--- config.mk ---
export PLATFORM = sky130hd
export DESIGN_NAME = semver_identity_validator_core
export DESIGN_NICKNAME = d
export VERILOG_FILES = /design/src/sv/svid_pkg.sv /design/src/sv/svid_step.sv /design/src/sv/svid_verdict.sv /design/src/sv/semver_identity_validator_core.sv
export SDC_FILE = /design/constraint.sdc
export NUM_CORES = 1
export LEC_CHECK = 0
export BUFFER_PORTS_ARGS = -buffer_cell sky130_fd_sc_hd__buf_4
export CAP_MARGIN = 25
export CORE_MARGIN = 5
export CORE_UTILIZATION = 60
export DETAILED_ROUTE_END_ITERATION = 6
export PLACE_DENSITY = 0.89
export REMOVE_ABC_BUFFERS = 1
export SYNTH_ARGS = -nofsm -noshare
export SYNTH_HDL_FRONTEND = slang
export SYNTH_SLANG_ARGS = --single-unit
--- constraint.sdc ---
create_clock -name clk_i -period 3.9 [get_ports clk_i]
set_input_delay 0.195 -clock clk_i [delete_from_list [all_inputs] [get_ports clk_i]]
set_output_delay 0.195 -clock clk_i [all_outputs]
set_load 0.1 [all_outputs]
--- src/sv/svid_pkg.sv ---
// Shared types and constants for the semantic version identity validator.
// No dependencies; imported by every module of the block.
package svid_pkg;

  // Character and end-of-string item codes.
  localparam logic OpChar = 1'b0;
  localparam logic OpEnd  = 1'b1;

  // Grammar phase of the string being checked.
  typedef enum logic [1:0] {
    PhStart = 2'd0,
    PhCore  = 2'd1,
    PhPre   = 2'd2,
    PhBuild = 2'd3
  } phase_e;

  // Dev-form tracking: 0..3 chars of "dev-" matched, 4 full match, 5 mismatch.
  localparam logic [2:0] DevFull = 3'd4;
  localparam logic [2:0] DevMiss = 3'd5;
  localparam logic [3:0][7:0] DevText = {8'h2d, 8'h76, 8'h65, 8'h64}; // "dev-"

  localparam logic [5:0] ShaMin = 6'd7;
  localparam logic [5:0] ShaMax = 6'd40;

  localparam logic [7:0] ChDot   = 8'h2e;
  localparam logic [7:0] ChMinus = 8'h2d;
  localparam logic [7:0] ChPlus  = 8'h2b;
  localparam logic [7:0] ChV     = 8'h76;
  localparam logic [7:0] ChZero  = 8'h30;

  localparam int unsigned CountW = 7;

  typedef struct packed {
    logic       op;
    logic [7:0] ch;
  } in_item_t;

  typedef struct packed {
    logic valid_res;
    logic is_dev_build;
    logic prefix_missing;
  } out_item_t;

  // Per-string scan state.
  typedef struct packed {
    phase_e              phase;
    logic [CountW-1:0]   char_count;
    logic [CountW-1:0]   part_length;
    logic                part_numeric;
    logic                part_leading_zero;
    logic [1:0]          core_index;
    logic [2:0]          dev_match;
    logic [5:0]          sha_length;
    logic                sha_bad;
    logic                failed;
    logic                saw_prefix_v;
  } scan_state_t;

  localparam scan_state_t ScanReset = '{
    phase:             PhStart,
    char_count:        '0,
    part_length:       '0,
    part_numeric:      1'b1,
    part_leading_zero: 1'b0,
    core_index:        2'd0,
    dev_match:         3'd0,
    sha_length:        6'd0,
    sha_bad:           1'b0,
    failed:            1'b0,
    saw_prefix_v:      1'b0
  };

  // A list or core part is well formed: non-empty and, if zero_rule, no leading zero on a number.
  function automatic logic part_good(scan_state_t s, logic zero_rule);
    logic ok;
    ok = (s.part_length != '0);
    if (zero_rule && s.part_numeric && (s.part_length > 7'd1) && s.part_leading_zero) begin
      ok = 1'b0;
    end
    return ok;
  endfunction

endpackage

--- src/sv/svid_step.sv ---
// Next scan state for one character item of the version string.
// Depends on svid_pkg.
module svid_step import svid_pkg::*; #(
  parameter int unsigned MAX_LENGTH = 64
) (
  input  scan_state_t state_i,
  input  logic [7:0]  ch_i,
  output scan_state_t state_o
);

  localparam logic [CountW-1:0] LimitV   = CountW'(MAX_LENGTH);
  localparam logic [CountW-1:0] LimitNoV = CountW'(MAX_LENGTH - 1);

  logic is_digit, is_hex, is_item;

  always_comb begin
    is_digit = ch_i inside {[8'h30:8'h39]};
    is_hex   = is_digit || (ch_i inside {[8'h61:8'h66], [8'h41:8'h46]});
    is_item  = is_digit || (ch_i inside {[8'h41:8'h5a], [8'h61:8'h7a]}) || (ch_i == ChMinus);
  end

  scan_state_t s;
  logic        zero_rule;

  always_comb begin
    s = state_i;
    zero_rule = (state_i.phase == PhPre);

    // grammar
    if (s.phase == PhStart) begin
      s.phase = PhCore;
      if (ch_i == ChV) begin
        s.saw_prefix_v = 1'b1;
      end
    end
    if (state_i.char_count >= (s.saw_prefix_v ? LimitV : LimitNoV)) begin
      s.failed = 1'b1;
    end
    if (!s.failed && !(s.saw_prefix_v && state_i.char_count == '0)) begin
      if (s.phase == PhCore) begin
        if (is_digit) begin
          if (s.part_length == '0) s.part_leading_zero = (ch_i == ChZero);
          if (s.part_length != '1) s.part_length = s.part_length + 1'b1;
        end else if (ch_i == ChDot && s.core_index < 2'd2) begin
          if (!part_good(s, 1'b1)) s.failed = 1'b1;
          s.core_index        = s.core_index + 1'b1;
          s.part_length       = '0;
          s.part_numeric      = 1'b1;
          s.part_leading_zero = 1'b0;
        end else if ((ch_i == ChMinus || ch_i == ChPlus) && s.core_index == 2'd2) begin
          if (!part_good(s, 1'b1)) s.failed = 1'b1;
          s.phase             = (ch_i == ChMinus) ? PhPre : PhBuild;
          s.part_length       = '0;
          s.part_numeric      = 1'b1;
          s.part_leading_zero = 1'b0;
        end else begin
          s.failed = 1'b1;
        end
      end else begin
        if (is_item) begin
          if (s.part_length == '0) s.part_leading_zero = (ch_i == ChZero);
          if (!is_digit) s.part_numeric = 1'b0;
          if (s.part_length != '1) s.part_length = s.part_length + 1'b1;
        end else if (ch_i == ChDot || (ch_i == ChPlus && s.phase == PhPre)) begin
          if (!part_good(s, zero_rule)) s.failed = 1'b1;
          if (ch_i == ChPlus) s.phase = PhBuild;
          s.part_length       = '0;
          s.part_numeric      = 1'b1;
          s.part_leading_zero = 1'b0;
        end else begin
          s.failed = 1'b1;
        end
      end
    end

    // dev-form tracking
    if (state_i.dev_match < DevFull) begin
      if (ch_i == DevText[state_i.dev_match[1:0]]) begin
        s.dev_match = state_i.dev_match + 1'b1;
      end else begin
        s.dev_match = DevMiss;
      end
    end else if (state_i.dev_match == DevFull) begin
      if (!is_hex) s.sha_bad = 1'b1;
      if (state_i.sha_length <= ShaMax) s.sha_length = state_i.sha_length + 1'b1;
    end

    if (state_i.char_count != '1) begin
      s.char_count = state_i.char_count + 1'b1;
    end

    state_o = s;
  end

endmodule

--- src/sv/svid_verdict.sv ---
// Verdict for an end item from the accumulated scan state and the mode bit.
// Depends on svid_pkg.
module svid_verdict import svid_pkg::*; (
  input  scan_state_t state_i,
  input  logic        identity_mode_i,
  output out_item_t   result_o
);

  logic grammar_ok, valid, dev;

  always_comb begin
    grammar_ok = !state_i.failed && (state_i.phase != PhStart) &&
                 !(state_i.phase == PhCore && state_i.char_count == 7'd1 &&
                   state_i.saw_prefix_v) &&
                 part_good(state_i, state_i.phase != PhBuild) &&
                 (state_i.phase != PhCore || state_i.core_index == 2'd2);
    dev = 1'b0;
    if (identity_mode_i && state_i.dev_match == DevFull) begin
      valid = !state_i.sha_bad && (state_i.sha_length >= ShaMin) &&
              (state_i.sha_length <= ShaMax);
      dev   = valid;
    end else if (identity_mode_i) begin
      valid = grammar_ok && state_i.saw_prefix_v;
    end else begin
      valid = grammar_ok;
    end
    result_o.valid_res      = valid;
    result_o.is_dev_build   = dev;
    result_o.prefix_missing = valid && !dev && !state_i.saw_prefix_v;
  end

endmodule

--- src/sv/semver_identity_validator_core.sv ---
// Top level of the semantic version identity validator.
// Depends on svid_pkg, svid_step and svid_verdict.
//   The input channel (in_valid_i / in_ready_o / in_data_i) carries one item
//   per handshake: a character (op = char) or an end-of-string marker.
//   Characters update the scan state in the cycle they are accepted and give
//   no result. An end item produces exactly one verdict item on the output
//   channel (out_valid_o / out_ready_i / out_data_o), registered, so it is
//   visible the cycle after the end item is accepted, and the scan state
//   returns to its start value for the next string.
//   Throughput: one item per cycle unless a verdict stalls; the scan state
//   register is the only loop and its update is a single level of character
//   classify-and-update logic. A stalled receiver only holds off the input
//   while a verdict is waiting and not being taken in the same cycle; the
//   output register then keeps the verdict stable.
//   The cfg channel writes identity_mode (always ready); write it only while
//   no string is in flight. identity_mode is sampled at the end item.
//   Reset (rst_ni low, asynchronous) clears the scan state, empties the
//   output register and sets identity_mode to plain semver checking.
//   Strings longer than MAX_LENGTH - 1 characters (MAX_LENGTH with a leading
//   'v') fail; the dev-hash form is held to a 7..40 hex digit hash instead.
module semver_identity_validator_core import svid_pkg::*; #(
  parameter int unsigned MAX_LENGTH = 64
) (
  input  logic      clk_i,
  input  logic      rst_ni,
  input  logic      in_valid_i,
  output logic      in_ready_o,
  input  in_item_t  in_data_i,
  output logic      out_valid_o,
  input  logic      out_ready_i,
  output out_item_t out_data_o,
  input  logic      cfg_valid_i,
  output logic      cfg_ready_o,
  input  logic      cfg_data_i
);

  scan_state_t state_q, state_d, state_char;
  out_item_t   verdict, out_data_q;
  logic        out_valid_q;
  logic        mode_q;
  logic        in_fire;

  // Accept whenever the output slot is free or being drained this cycle.
  assign in_ready_o  = !out_valid_q || out_ready_i;
  assign in_fire     = in_valid_i && in_ready_o;
  assign cfg_ready_o = 1'b1;
  assign out_valid_o = out_valid_q;
  assign out_data_o  = out_data_q;

  svid_step #(
    .MAX_LENGTH(MAX_LENGTH)
  ) u_step (
    .state_i(state_q),
    .ch_i   (in_data_i.ch),
    .state_o(state_char)
  );

  svid_verdict u_verdict (
    .state_i        (state_q),
    .identity_mode_i(mode_q),
    .result_o       (verdict)
  );

  // End item: verdict out, scan state back to start of string.
  always_comb begin
    state_d = state_q;
    if (in_fire) begin
      state_d = (in_data_i.op == OpEnd) ? ScanReset : state_char;
    end
  end

  always_ff @(posedge clk_i or negedge rst_ni) begin
    if (!rst_ni) begin
      state_q     <= ScanReset;
      out_valid_q <= 1'b0;
      mode_q      <= 1'b0;
    end else begin
      state_q <= state_d;
      if (cfg_valid_i) begin
        mode_q <= cfg_data_i;
      end
      if (in_fire && in_data_i.op == OpEnd) begin
        out_valid_q <= 1'b1;
      end else if (out_ready_i) begin
        out_valid_q <= 1'b0;
      end
    end
  end

  always_ff @(posedge clk_i) begin
    if (in_fire && in_data_i.op == OpEnd) begin
      out_data_q <= verdict;
    end
  end

  // A dev-build verdict is always an accepting one and only in identity mode.
  assert property (@(posedge clk_i) disable iff (!rst_ni)
    out_valid_o && out_data_o.is_dev_build |-> out_data_o.valid_res)
    else $error("dev build flagged on rejected string");

  assert property (@(posedge clk_i) disable iff (!rst_ni)
    out_valid_o && out_data_o.prefix_missing |->
      out_data_o.valid_res && !out_data_o.is_dev_build)
    else $error("prefix_missing on rejected or dev string");

  // After an end item the scan starts over.
  assert property (@(posedge clk_i) disable iff (!rst_ni)
    in_fire && in_data_i.op == OpEnd |=>
      state_q.char_count == '0 && state_q.phase == PhStart)
    else $error("scan state not cleared after end item");

  // A verdict waiting on a stalled receiver blocks new items.
  assert property (@(posedge clk_i) disable iff (!rst_ni)
    out_valid_o && !out_ready_i |-> !in_ready_o)
    else $error("input accepted while verdict stalled");

  assert property (@(posedge clk_i) disable iff (!rst_ni)
    state_q.dev_match <= DevMiss && state_q.sha_length <= (ShaMax + 6'd1))
    else $error("dev tracking out of range");

endmodule
* Word level (Yosys, flattened, before mapping) *
Index checks and enable logic that the tools add are counted.

word-level totals
  output and inout bits = 6
  register bits after elaboration = 37

operators by class
  add/subtract/negate cells = 5
  equality and inequality tests = 24
  reductions and logical operators = 70
  multiplexer cells = 70
  order comparisons = 15

operators with widths
  operator                                                                              number
  9-bit two-way mux                                                                     5
  7-bit two-way mux                                                                     6
  1-bit two-way mux                                                                     40
  8-bit by 6-bit equality test with 1-bit output (second input constant)                4
  8-bit by 7-bit <= comparator with 1-bit output (second input constant)                4
  1-bit logical AND                                                                     32
  32-bit two-way mux                                                                    1
  2-bit two-way mux                                                                     12
  2-bit nonzero test                                                                    11
  8-bit binary-select mux with 2-bit select                                             1
  8-bit by 7-bit greater-or-equal comparator with 1-bit output (second input constant)  2
  7-bit by 1-bit adder with 7-bit output (second input constant)                        2
  7-bit zero test                                                                       2
  7-bit inequality test (second input constant)                                         2
  4-bit AND reduction                                                                   3
  11-bit two-way mux                                                                    1
  8-bit by 7-bit equality test with 1-bit output (second input constant)                1
  8-bit equality test                                                                   1
  8-bit by 6-bit greater-or-equal comparator with 1-bit output (second input constant)  1
  8-bit by 6-bit <= comparator with 1-bit output (second input constant)                1
  1-bit zero test                                                                       8
  8-bit two-way mux                                                                     1
  2-bit inequality test (second input constant)                                         4
  7-bit by 1-bit equality test with 1-bit output (second input constant)                1
  26 further kinds                                                                      38

* Depth between registers and ports, before layout *
Gate-level depths: netlist of run 1.

  word-level depth = 16
  mapped depth = 11
  gate-level depth less buffers = 10

* Cells and area by module *
From an unflattened synthesis of run 1, not the netlist that was laid out.

unflattened totals
  cells, all modules = 359
  area, all modules = 3450.8 sq um

by module, submodules not included
  module                          area an instance (sq um)  times used  cells an instance
  semver_identity_validator_core  1749.2                    1           116
  svid_step                       1526.5                    1           218
  svid_verdict                    175.2                     1           25

* Worst setup path before layout of run 1 *
No wires, ideal clock.

  kind = flip-flop to flip-flop
  start = register out_valid_q, in the netlist out_valid_o
  end = register out_data_q (netlist bit out_data_o[0]) (enable)
  stages on the path, launching flop included = 7
  data arrival time = 2.756 ns
  path buffers = 2
  setup slack = 0.792 ns
  cell sequence = dfrtp_1 -> nand2b_1 -> and2_1 -> clkbuf_1 -> nand2_1 -> inv_1 -> clkbuf_1

between the ends
  word-level cells in the longest chain between the ends = 4

ends and longest elaborated chain
  item                    line                                  RTL
  start, declared         semver_identity_validator_core.sv:39  logic out_valid_q;
  start signal, assigned  semver_identity_validator_core.sv:75  out_valid_q <= 1'b0;
  start signal, assigned  semver_identity_validator_core.sv:83  out_valid_q <= 1'b1;
  start signal, assigned  semver_identity_validator_core.sv:85  out_valid_q <= 1'b0;
  1-bit zero test         semver_identity_validator_core.sv:44  assign in_ready_o = !out_valid_q || out_ready_i;
  1-bit logical OR        semver_identity_validator_core.sv:44
  named net in_ready_o    semver_identity_validator_core.sv:27  output logic in_ready_o,
  1-bit logical AND       semver_identity_validator_core.sv:45  assign in_fire = in_valid_i && in_ready_o;
  1-bit logical AND       semver_identity_validator_core.sv:91  if (in_fire && in_data_i.op == OpEnd) begin
  end signal, assigned    semver_identity_validator_core.sv:92  out_data_q <= verdict;
  end, declared           semver_identity_validator_core.sv:38  out_item_t verdict, out_data_q;

The timed path passes the listed nets, and every way through them passes these cells.
A chain may end at the register's enable or synchronous reset.

* Final worst setup path of run 1 *
  start = register state_q[31] in the netlist's numbering
  end = register state_q[12] in the netlist's numbering

between the ends
  word-level cells in the longest chain between the ends = 9
  elaborated cells on any way between the ends = 14
  classes of those cells = order compare: 1; eq/ne: 1; mux: 4; reduce/logical: 8

ends and longest elaborated chain
  item                               line                                  RTL
  start, declared                    semver_identity_validator_core.sv:37  scan_state_t state_q, state_d, state_char;
  start signal, assigned             semver_identity_validator_core.sv:74  state_q <= ScanReset;
  start signal, assigned             semver_identity_validator_core.sv:78  state_q <= state_d;
  2-bit zero test                    svid_step.sv:30                       if (s.phase == PhStart) begin
  1-bit two-way mux                  svid_step.sv:30
  7-bit two-way mux                  svid_step.sv:36                       if (state_i.char_count >= (s.saw_prefix_v ? LimitV : LimitNoV)) begin
  7-bit greater-or-equal comparator  svid_step.sv:36
  1-bit two-way mux                  svid_step.sv:36
  1-bit zero test                    svid_step.sv:39                       if (!s.failed && !(s.saw_prefix_v && state_i.char_count == '0)) begin
  1-bit logical AND                  svid_step.sv:39
  2-bit nonzero test (no line)       --
  5-bit AND reduction (no line) *    --

Mark *: on every way between the ends. The rest lies on a longest branch, timed or not.

==> flow_metrics.py, run 1 <==
metrics = {
    "clock_tree": {
        "path_clk_slew_ns": 0.08,
        "cts_root_buf": "clkbuf_8",
        "cts_max_path_buffers": 2,
        "clock-sinks": 37,
        "postCtsHoldBufs": 1,
        "cts_tree": "done",
        "cts_setup_buffers": 0,
        "insertion_delay_ns": 0.30,
        "cts-htree-levels": 2,
        "cts_made_buffers": 5,
        "ctsResizeCount": 0,
    },
    "worst_setup_path": {
        "cp_num_buf_inv": 1,
        "cp.depth": 10,
        "rrSetupSlack_ns": 0.43,
        "crit_slowest_cell": "a2111oi_4",
        "timing.critical_path.cells": "nor4b_1 -> a41o_1 -> inv_1 -> ha_1 -> nand2b_1 -> a211o_1 -> a2111oi_4 -> nand3_1 -> o311ai_0 -> o221ai_1",
        "required_ns": 4.05,
        "critical_path.max_stage_delay_ns": 0.54,
        "worstSetupStartpointType": "flop",
        "worstSetupPathType": "flop to flop",
        "r2r_end": "state_q[12]$_DFFE_PN0P_",
        "worstRegToRegCells": 10,
        "critical_path_arrival_ns": 3.62,
        "end_kind": "flop",
        "worstSetupStartpoint": "state_q[31]$_DFFE_PN0P_",
        "r2r-start": "state_q[31]$_DFFE_PN0P_",
        "crit_fanout": 7,
        "cp_top_family": "compound AO/OA/AOI/OAI gates",
    },
    "timing": {
        "hold_ws_ns": 0.0894,
        "layout_min_cycle_time_ns": 3.47,
        "relSlewSlack": 0.551,
        "fin_worst_skew_ns": 0.00713,
        "clock.fmax_mhz": 288,
        "post-route-period-util": 0.890,
        "finalMaxSlewViolations": 0,
        "finalHoldViolations": 0,
        "setup_viol": 0,
        "rsz0062_at_grt": "no",
        "worstMarginPinSlew_ns": 0.672,
        "finalSetupTns_ns": 0,
    },
    "power_and_ir_drop": {
        "comb_power_share": 0.249,
        "leakagePower_nw": 1.27,
        "p_seq_frac": 0.469,
        "peakVddDrop_mv": 0.200,
        "internal_power_mw": 0.642,
        "p_sw_mw": 0.351,
        "switching_share": 0.353,
        "power_density_nw_per_um2": 335,
        "p_clk_frac": 0.282,
    },
    "final_layout": {
        "multi_input_area_sq_um": 1650,
        "n_fill_cell": 347,
        "layout-drive-gt1-share": 0.137,
        "regArea_sq_um": 942,
        "nNetsFinal": 348,
        "area_growth_pct": 8.72,
        "diodes": 0,
    },
    "synthesis": {
        "ys_seq_area_frac": 0.346,
        "synth.avg_cell_area_sq_um": 9.08,
        "ys_ff_latch": 37,
        "syn-instance-count": 300,
        "synthFlopType": "dfrtp_1",
        "synth_cell_types": 68,
        "synth_area_sq_um": 2730,
        "yosys_warnings": 0,
        "synth_edf_count": 3,
        "async_flop_share": 0.919,
    },
    "hold_path": {
        "worstHoldPathCells": 2,
        "hp-start": "cfg_valid_i",
        "hold_path_class": "primary input to flop",
        "min_to": "mode_q$_DFFE_PN0P_",
    },
    "job": {
        "drv_cap": 0,
    },
    "detailed_routing": {
        "drcViolationCount": 0,
        "ant_nets": 0,
        "routed_wirelength_um": 6440,
        "drtIter0Drc": 216,
        "post_drt_wl_per_cell_um": 17.5,
        "dr_total_vias": 2443,
        "drtPass1Iterations": 5,
        "routed_via_density": 6.66,
    },
    "floorplan": {
        "die_w_um": 77.4,
        "dieHeight_um": 77.4,
        "placeableCoreArea_sq_um": 4380,
        "initial_utilization": 0.622,
        "dieArea_sq_um": 5990,
        "io_pins": 21,
        "num_rows": 24,
    },
    "global_routing": {
        "grt_usage": 0.225,
        "grt_pass1_vias": 2331,
        "grt-ovfl-total": 0,
        "grt_max_degree": 35,
        "grt_pass1_wl_um": 11000,
        "antenna_found_initial": 0,
    },
    "place": {
        "place.gp.congestion": 0.974,
        "dpl.hpwl_um": 4670,
        "portBuffers": 19,
    },
    "status": {
        "status": "completed",
    },
}
## area by class of cell
cell class                      instances  area share
Multi-Input combinational cell        232       0.555
Sequential cell                        37       0.318
Timing Repair Buffer                   20      0.0515
Clock buffer                            5      0.0232
Inverter                               18      0.0228
Tap cell                               52      0.0220
Clock inverter                          3     0.00718
## power by group through the flow
stage	Sequential, mW	Clock [mW]	Combinational (mW)
6_report	0.466	0.280	0.248
5_1_grt	0.471	0.305	0.271
4_1_cts	0.465	0.285	0.247
3_5_place_dp	0.472	0	0.239
3_3_place_gp	0.471	0	0.226
2_1_floorplan	0.479	0	0.150
## worst max path at each step
stage | end | slack [ns]
CTS | state_q[18]$_DFFE_PN0P_ | 0.49
global placement | state_q[18]$_DFFE_PN0P_ | 0.65
global route | state_q[12]$_DFFE_PN0P_ | 0.30
floorplan | state_q[18]$_DFFE_PN0P_ | 0.85
finish | state_q[12]$_DFFE_PN0P_ | 0.43
detailed placement | state_q[18]$_DFFE_PN0P_ | 0.50
## state kept, by name (all words and copies together), names as in the netlist
signal,flops
mode_q,1
out_data_o,3
out_valid_o,1
state_q,32
## kinds of logic (layout without fill, tap and decap cells)
logic type / after synthesis / in the layout / synth area share
AND/OR/NAND/NOR: 113 / 113 / 0.225
AO/OA/AOI/OAI: 87 / 87 / 0.251
flip-flops: 37 / 37 / 0.346
buffers and inverters: 31 / 46 / 0.0505
adder cells (fa/ha/maj): 19 / 19 / 0.0872
XOR/XNOR: 11 / 11 / 0.0354
other: 1 / 1 / 0.00138
multiplexers: 1 / 1 / 0.00413
## per-stage QoR
step	std cells	cell area [sq um]	power [mW]	setup slack (ns)	util
floorplan	287	2660	0.628	0.846	-
global placement	358	2860	0.696	0.647	0.653
detailed placement	358	2860	0.711	0.504	0.653
CTS	367	2960	0.997	0.494	0.676
global route	367	2960	1.05	0.296	0.676
finish	367	2960	0.993	0.431	0.676
## worst register-to-register path: stages (launching register included)
cell,delay [ns]
dfrtp_1,0.46
nor4b_1,0.34
a41o_1,0.36
inv_1,0.12
ha_1,0.27
nand2b_1,0.15
a211o_1,0.33
a2111oi_4,0.54
nand3_1,0.19
o311ai_0,0.35
o221ai_1,0.21
## cell usage in the layout, fill, tap and decap left out, types with 2 or more instances in the layout
cell type,count
a211o_1,5
a211oi_1,2
a21oi_1,15
a22o_1,2
a22oi_1,2
a311o_1,2
a31o_2,2
a31oi_1,4
a41oi_1,5
and2_1,3
and3_1,3
buf_4,19
clkbuf_8,5
dfrtp_1,33
edfxtp_1,3
ha_1,19
inv_1,18
nand2_1,21
nand2b_1,6
nand3_1,14
nand4_1,5
nor2_1,29
nor3_1,5
nor3b_1,2
nor4_1,5
nor4b_1,2
o211ai_1,7
o21a_1,6
o21ai_0,14
o22a_1,2
o22ai_1,2
o31a_1,2
o32ai_1,2
or3b_1,2
or4_1,2
xnor2_1,3
xor2_1,8
## cell usage after synthesis (all sizes together) (4+ instances only)
master	number	area (sq um)
clkbuf	4	15.0
nand2	21	78.8
dfrtp	33	826
nor2	29	109
nand4	5	31.3
ha	19	238
a31oi	4	25.0
nand3	14	70.1
and2	5	33.8
o21ai	14	70.1
nand2b	6	37.5
and3	4	26.3
o21a	6	45.0
a211o	5	43.8
nor3	5	25.0
xor2	8	70.1
o211ai	8	65.1
a41oi	5	43.8
a21oi	15	75.1
inv	18	67.6
nor4	6	43.8
buf	9	55.1
## metal layers
metal	track usage	vias up	wire [um]
met5	0	-	0
met4	0.0979	0	211
met3	0.0498	29	402
met2	0.371	103	3170
met1	0.282	1161	2650
li1	-	1150	-
No activity file was read; power rests on OpenSTA's default activity.
==> run 2, diff against run 1 <==
--- a/config.mk
+++ b/config.mk
@@ -5,11 +5,11 @@
 export SDC_FILE = /design/constraint.sdc
 export NUM_CORES = 1
 export LEC_CHECK = 0
-export BUFFER_PORTS_ARGS = -buffer_cell sky130_fd_sc_hd__buf_4
 export CAP_MARGIN = 25
 export CORE_MARGIN = 5
-export CORE_UTILIZATION = 60
+export CORE_UTILIZATION = 64
 export DETAILED_ROUTE_END_ITERATION = 6
+export DONT_BUFFER_PORTS = 1
 export PLACE_DENSITY = 0.89
 export REMOVE_ABC_BUFFERS = 1
 export SYNTH_ARGS = -nofsm -noshare
==> flow_metrics.py, run 2 (synthesis results as in run 1) <==
metrics = {
    "detailed_routing": {
        "drtPass1Iterations": 5,
        "dr_total_vias": 2363,
        "routed_via_density": 6.77,
        "post_drt_wl_per_cell_um": 18.0,
        "drtIter0Drc": 217,
        "drcViolationCount": 0,
        "ant_nets": 0,
        "routed_wirelength_um": 6300,
    },
    "final_layout": {
        "final_common_cell": "dfrtp_1",
        "layout-drive-gt1-share": 0.0870,
        "area_growth_pct": 5.19,
        "n_fill_cell": 313,
        "largest_reg_flops": 32,
        "top_register": "state_q",
        "final_core_util": 0.706,
        "final_cell_mix": "dfrtp_1, nor2_1, nand2_1, ha_1, inv_1",
        "diodes": 0,
        "nNetsFinal": 332,
    },
    "floorplan": {
        "dieArea_sq_um": 5660,
        "initial_utilization": 0.672,
        "placeableCoreArea_sq_um": 4060,
        "dieHeight_um": 75.3,
        "num_rows": 23,
        "io_pins": 21,
        "die_w_um": 75.3,
    },
    "clock_tree": {
        "cts_max_path_buffers": 2,
        "ctsResizeCount": 0,
        "cts_made_buffers": 5,
        "cts_tree": "done",
        "cts_root_buf": "clkbuf_8",
        "insertion_delay_ns": 0.29,
        "cts-htree-levels": 2,
        "clock-sinks": 37,
        "path_clk_slew_ns": 0.08,
    },
    "timing": {
        "layout_min_cycle_time_ns": 3.42,
        "post-route-period-util": 0.876,
        "setup_viol": 0,
        "relSlewSlack": 0.405,
        "finalMaxSlewViolations": 0,
        "finalHoldViolations": 0,
        "finalSetupTns_ns": 0,
        "rsz0062_at_grt": "no",
        "fin_worst_skew_ns": 0.00655,
        "clock.fmax_mhz": 293,
        "worstMarginPinSlew_ns": 0.894,
    },
    "global_routing": {
        "grt_max_degree": 35,
        "grt_pass1_wl_um": 10500,
        "grt-ovfl-total": 0,
        "grt_usage": 0.242,
        "antenna_found_initial": 0,
        "grt_pass1_vias": 2308,
    },
    "power_and_ir_drop": {
        "power_density_nw_per_um2": 342,
        "p_clk_frac": 0.308,
        "switching_share": 0.322,
        "internal_power_mw": 0.664,
        "peakVddDrop_mv": 0.159,
        "leakagePower_nw": 1.21,
        "comb_power_share": 0.199,
        "power_mw": 0.979,
        "p_sw_mw": 0.315,
        "p_seq_frac": 0.494,
    },
    "worst_setup_path": {
        "r2r-start": "state_q[31]$_DFFE_PN0P_",
        "end_kind": "flop",
        "worstSetupPathType": "flop to flop",
        "worstSetupStartpointType": "flop",
        "rrSetupSlack_ns": 0.48,
        "r2r_end": "state_q[18]$_DFFE_PN0P_",
        "critical_path_arrival_ns": 3.60,
        "required_ns": 4.08,
        "crit_fanout": 8,
        "worstSetupStartpoint": "state_q[31]$_DFFE_PN0P_",
        "worstRegToRegCells": 10,
    },
    "hold_path": {
        "worstHoldPathCells": 1,
        "hold_path_class": "primary input to flop",
        "hp-start": "in_data_i[8]",
        "min_to": "state_q[10]$_DFFE_PN0P_",
    },
    "place": {
        "place.gp.congestion": 1.03,
        "portBuffers": 0,
        "dpl.hpwl_um": 4530,
    },
    "job": {
        "drv_cap": 0,
    },
    "status": {
        "status": "completed",
    },
}
==> run 2: per-stage QoR <==
stage,worst slack [ns],cells,hold slack [ns],cell area (sq um)
after CTS,0.531,349,0.00583,2870
after detailed placement,0.572,338,-0.0995,2730
after floorplan,0.846,287,-0.101,2660
after global routing,0.304,349,0.0131,2870
after global placement,0.655,338,-0.0993,2730
final,0.482,349,0.00269,2870
==> run 2: power groups by stage <==
stage | clock [mW] | sequential [mW] | combinational [mW]
finish | 0.301 | 0.483 | 0.195
global route | 0.321 | 0.487 | 0.221
CTS | 0.303 | 0.482 | 0.193
detailed placement | 0 | 0.490 | 0.181
global placement | 0 | 0.488 | 0.175
floorplan | 0 | 0.479 | 0.150
==> run 2: how the worst max path moves through the flow <==
stage	endpoint	slack (ns)
5_1_grt	state_q[18]$_DFFE_PN0P_	0.30
6_report	state_q[18]$_DFFE_PN0P_	0.48
3_3_place_gp	state_q[18]$_DFFE_PN0P_	0.66
3_5_place_dp	state_q[18]$_DFFE_PN0P_	0.57
4_1_cts	state_q[18]$_DFFE_PN0P_	0.53
2_1_floorplan	state_q[18]$_DFFE_PN0P_	0.85
==> run 2: layout make-up <==
class	count	area, sq um	area share
Timing Repair Buffer	4	47.5	0.0166
Clock inverter	1	5.00	0.00175
Inverter	18	67.6	0.0236
Multi-Input combinational cell	232	1650	0.574
Sequential cell	37	942	0.329
Clock buffer	7	96.3	0.0336
Tap cell	50	62.6	0.0218
==> run 2: worst max-delay path: stages (launching register included) <==
cell and delay (ns):
dfrtp_1 0.45, nor4b_1 0.30, a41o_1 0.35, inv_1 0.13
ha_1 0.28, nand2b_1 0.14, a211o_1 0.32, a2111oi_4 0.52
a31o_2 0.34, o211ai_1 0.13, a221o_1 0.31
==> run 2: repair_timing <==
action / 4_1_cts / 5_1_grt
endpoints found under the hold margin: 36 / 0
hold buffers: 3 / 0
setup buffers: 0 / 0
==> run 2: per-layer routing <==
layer  up-vias  share of wire  routed length, um  track usage
li1       1111              -                  -            -
met1      1130           0.42               2650        0.292
met2        99           0.50               3150        0.426
met3        23          0.053                335       0.0414
met4         0          0.025                155       0.0990
met5         -              0                  0            0
==> run 3, diff against run 2 <==
--- a/config.mk
+++ b/config.mk
@@ -6,7 +6,7 @@
 export NUM_CORES = 1
 export LEC_CHECK = 0
 export CAP_MARGIN = 25
-export CORE_MARGIN = 5
+export CORE_MARGIN = 10
 export CORE_UTILIZATION = 64
 export DETAILED_ROUTE_END_ITERATION = 6
 export DONT_BUFFER_PORTS = 1
==> flow_metrics.py, run 3 (synthesis results as in run 1) <==
metrics = {
    "worst_setup_path": {
        "worstSetupPathType": "flop to flop",
        "rrSetupSlack_ns": 0.46,
        "worstSetupStartpointType": "flop",
        "r2r-start": "state_q[31]$_DFFE_PN0P_",
        "critical_path_arrival_ns": 3.62,
        "r2r_end": "state_q[18]$_DFFE_PN0P_",
        "end_kind": "flop",
        "crit_fanout": 8,
        "worstRegToRegCells": 10,
        "worstSetupStartpoint": "state_q[31]$_DFFE_PN0P_",
        "endpoint": "state_q[18]$_DFFE_PN0P_",
        "required_ns": 4.08,
    },
    "floorplan": {
        "die_w_um": 85.3,
        "io_pins": 21,
        "num_rows": 23,
        "initial_utilization": 0.672,
        "dieArea_sq_um": 7270,
        "placeableCoreArea_sq_um": 4060,
        "dieHeight_um": 85.3,
    },
    "clock_tree": {
        "ctsResizeCount": 0,
        "insertion_delay_ns": 0.30,
        "cts_root_buf": "clkbuf_8",
        "cts-htree-levels": 2,
        "cts_max_path_buffers": 2,
        "clock-sinks": 37,
        "path_clk_slew_ns": 0.08,
        "cts_tree": "done",
        "cts_made_buffers": 5,
    },
    "detailed_routing": {
        "routed_via_density": 6.73,
        "routed_wirelength_um": 6390,
        "dr_total_vias": 2354,
        "drcViolationCount": 0,
        "drtIter0Drc": 242,
        "ant_nets": 0,
        "post_drt_wl_per_cell_um": 18.3,
        "drtPass1Iterations": 6,
    },
    "final_layout": {
        "n_fill_cell": 308,
        "largest_reg_flops": 32,
        "final_cell_mix": "dfrtp_1, nor2_1, nand2_1, ha_1, inv_1",
        "final_common_cell": "dfrtp_1",
        "layout-drive-gt1-share": 0.0867,
        "final_core_util": 0.706,
        "nNetsFinal": 333,
        "diodes": 0,
        "top_register": "state_q",
        "area_growth_pct": 5.14,
    },
    "global_routing": {
        "grt_usage": 0.178,
        "grt_max_degree": 35,
        "grt_pass1_wl_um": 11000,
        "grtUsageMet3": 0.0440,
        "grt_pass1_vias": 2318,
        "grt-ovfl-total": 0,
        "antenna_found_initial": 0,
        "use_met2": 0.298,
        "use_met1": 0.211,
        "grt-busiest-layer": "met2",
    },
    "timing": {
        "finalMaxSlewViolations": 0,
        "finalHoldViolations": 1,
        "finalSetupTns_ns": 0,
        "post-route-period-util": 0.883,
        "rsz0062_at_grt": "no",
        "relSlewSlack": 0.376,
        "setup_viol": 0,
        "fin_worst_skew_ns": 0.00471,
        "worstMarginPinSlew_ns": 0.935,
        "layout_min_cycle_time_ns": 3.44,
        "clock.fmax_mhz": 290,
        "hold_ws_ns": -0.000559,
    },
    "status": {
        "violations": "hold timing",
        "status": "finished, violations left",
    },
    "hold_path": {
        "worstHoldPathCells": 1,
        "hp-start": "in_data_i[8]",
        "hold_path_class": "primary input to flop",
    },
    "power_and_ir_drop": {
        "power_density_nw_per_um2": 338,
        "peakVddDrop_mv": 0.174,
        "leakagePower_nw": 1.20,
    },
    "job": {
        "drv_cap": 0,
    },
    "place": {
        "dpl.hpwl_um": 4610,
        "place.gp.congestion": 0.942,
        "portBuffers": 0,
    },
}
-- run 3: power breakdown --
part           switching [mW]  total [mW]  internal [mW]  leakage, nW
Sequential             0.0569       0.483          0.427        0.479
Clock                   0.153       0.280          0.127       0.0445
Combinational           0.124       0.204         0.0798        0.679
Total                   0.334       0.967          0.633         1.20
-- run 3: worst min path at each step --
stage               slack, ns                       to
floorplan               -0.10       mode_q$_DFFE_PN0P_
global placement         -0.1   state_q[5]$_DFFE_PN0P_
detailed placement       -0.1   state_q[5]$_DFFE_PN0P_
CTS                     0.006  state_q[10]$_DFFE_PN0P_
global route             0.01  state_q[10]$_DFFE_PN0P_
finish                -0.0006  state_q[10]$_DFFE_PN0P_
-- run 3: per-layer routing --
metal	vias to the layer above	wire length, um
met5	-	0
met4	0	121
met3	20	383
met2	97	3190
met1	1115	2700
li1	1122	-
-- run 3: critical path, cell delays in order, from the launching register on --
cell and delay [ns]:
dfrtp_1 0.46, nor4b_1 0.31, a41o_1 0.37, inv_1 0.13
ha_1 0.28, nand2b_1 0.14, a211o_1 0.32, a2111oi_4 0.53
a31o_2 0.35, o211ai_1 0.11, a221o_1 0.32
-- run 3: repair_timing --
item / CTS / global route
hold buffers: 4 / 0
buffers inserted: 0 / 0
endpoints found under the hold margin: 37 / 0
-- run 3: through the flow --
| step | area, sq um | power, mW | instances | hold slack [ns] | setup slack [ns] |
|---|---|---|---|---|---|
| global route | 2870 | 1.02 | 350 | 0.0131 | 0.305 |
| CTS | 2870 | 0.965 | 350 | 0.00597 | 0.492 |
| floorplan | 2660 | 0.628 | 287 | -0.101 | 0.846 |
| global placement | 2730 | 0.663 | 338 | -0.0994 | 0.653 |
| finish | 2870 | 0.967 | 350 | -0.000559 | 0.457 |
| detailed placement | 2730 | 0.679 | 338 | -0.0994 | 0.532 |
-- run 3: area by class of cell --
cell class                      count  area [sq um]  area share
Tap cell                           50          62.6      0.0218
Multi-Input combinational cell    232          1650       0.574
Inverter                           18          67.6      0.0236
Clock buffer                        5          68.8      0.0240
Sequential cell                    37           942       0.329
Timing Repair Buffer                5          57.6      0.0201
Clock inverter                      3          21.3     0.00742
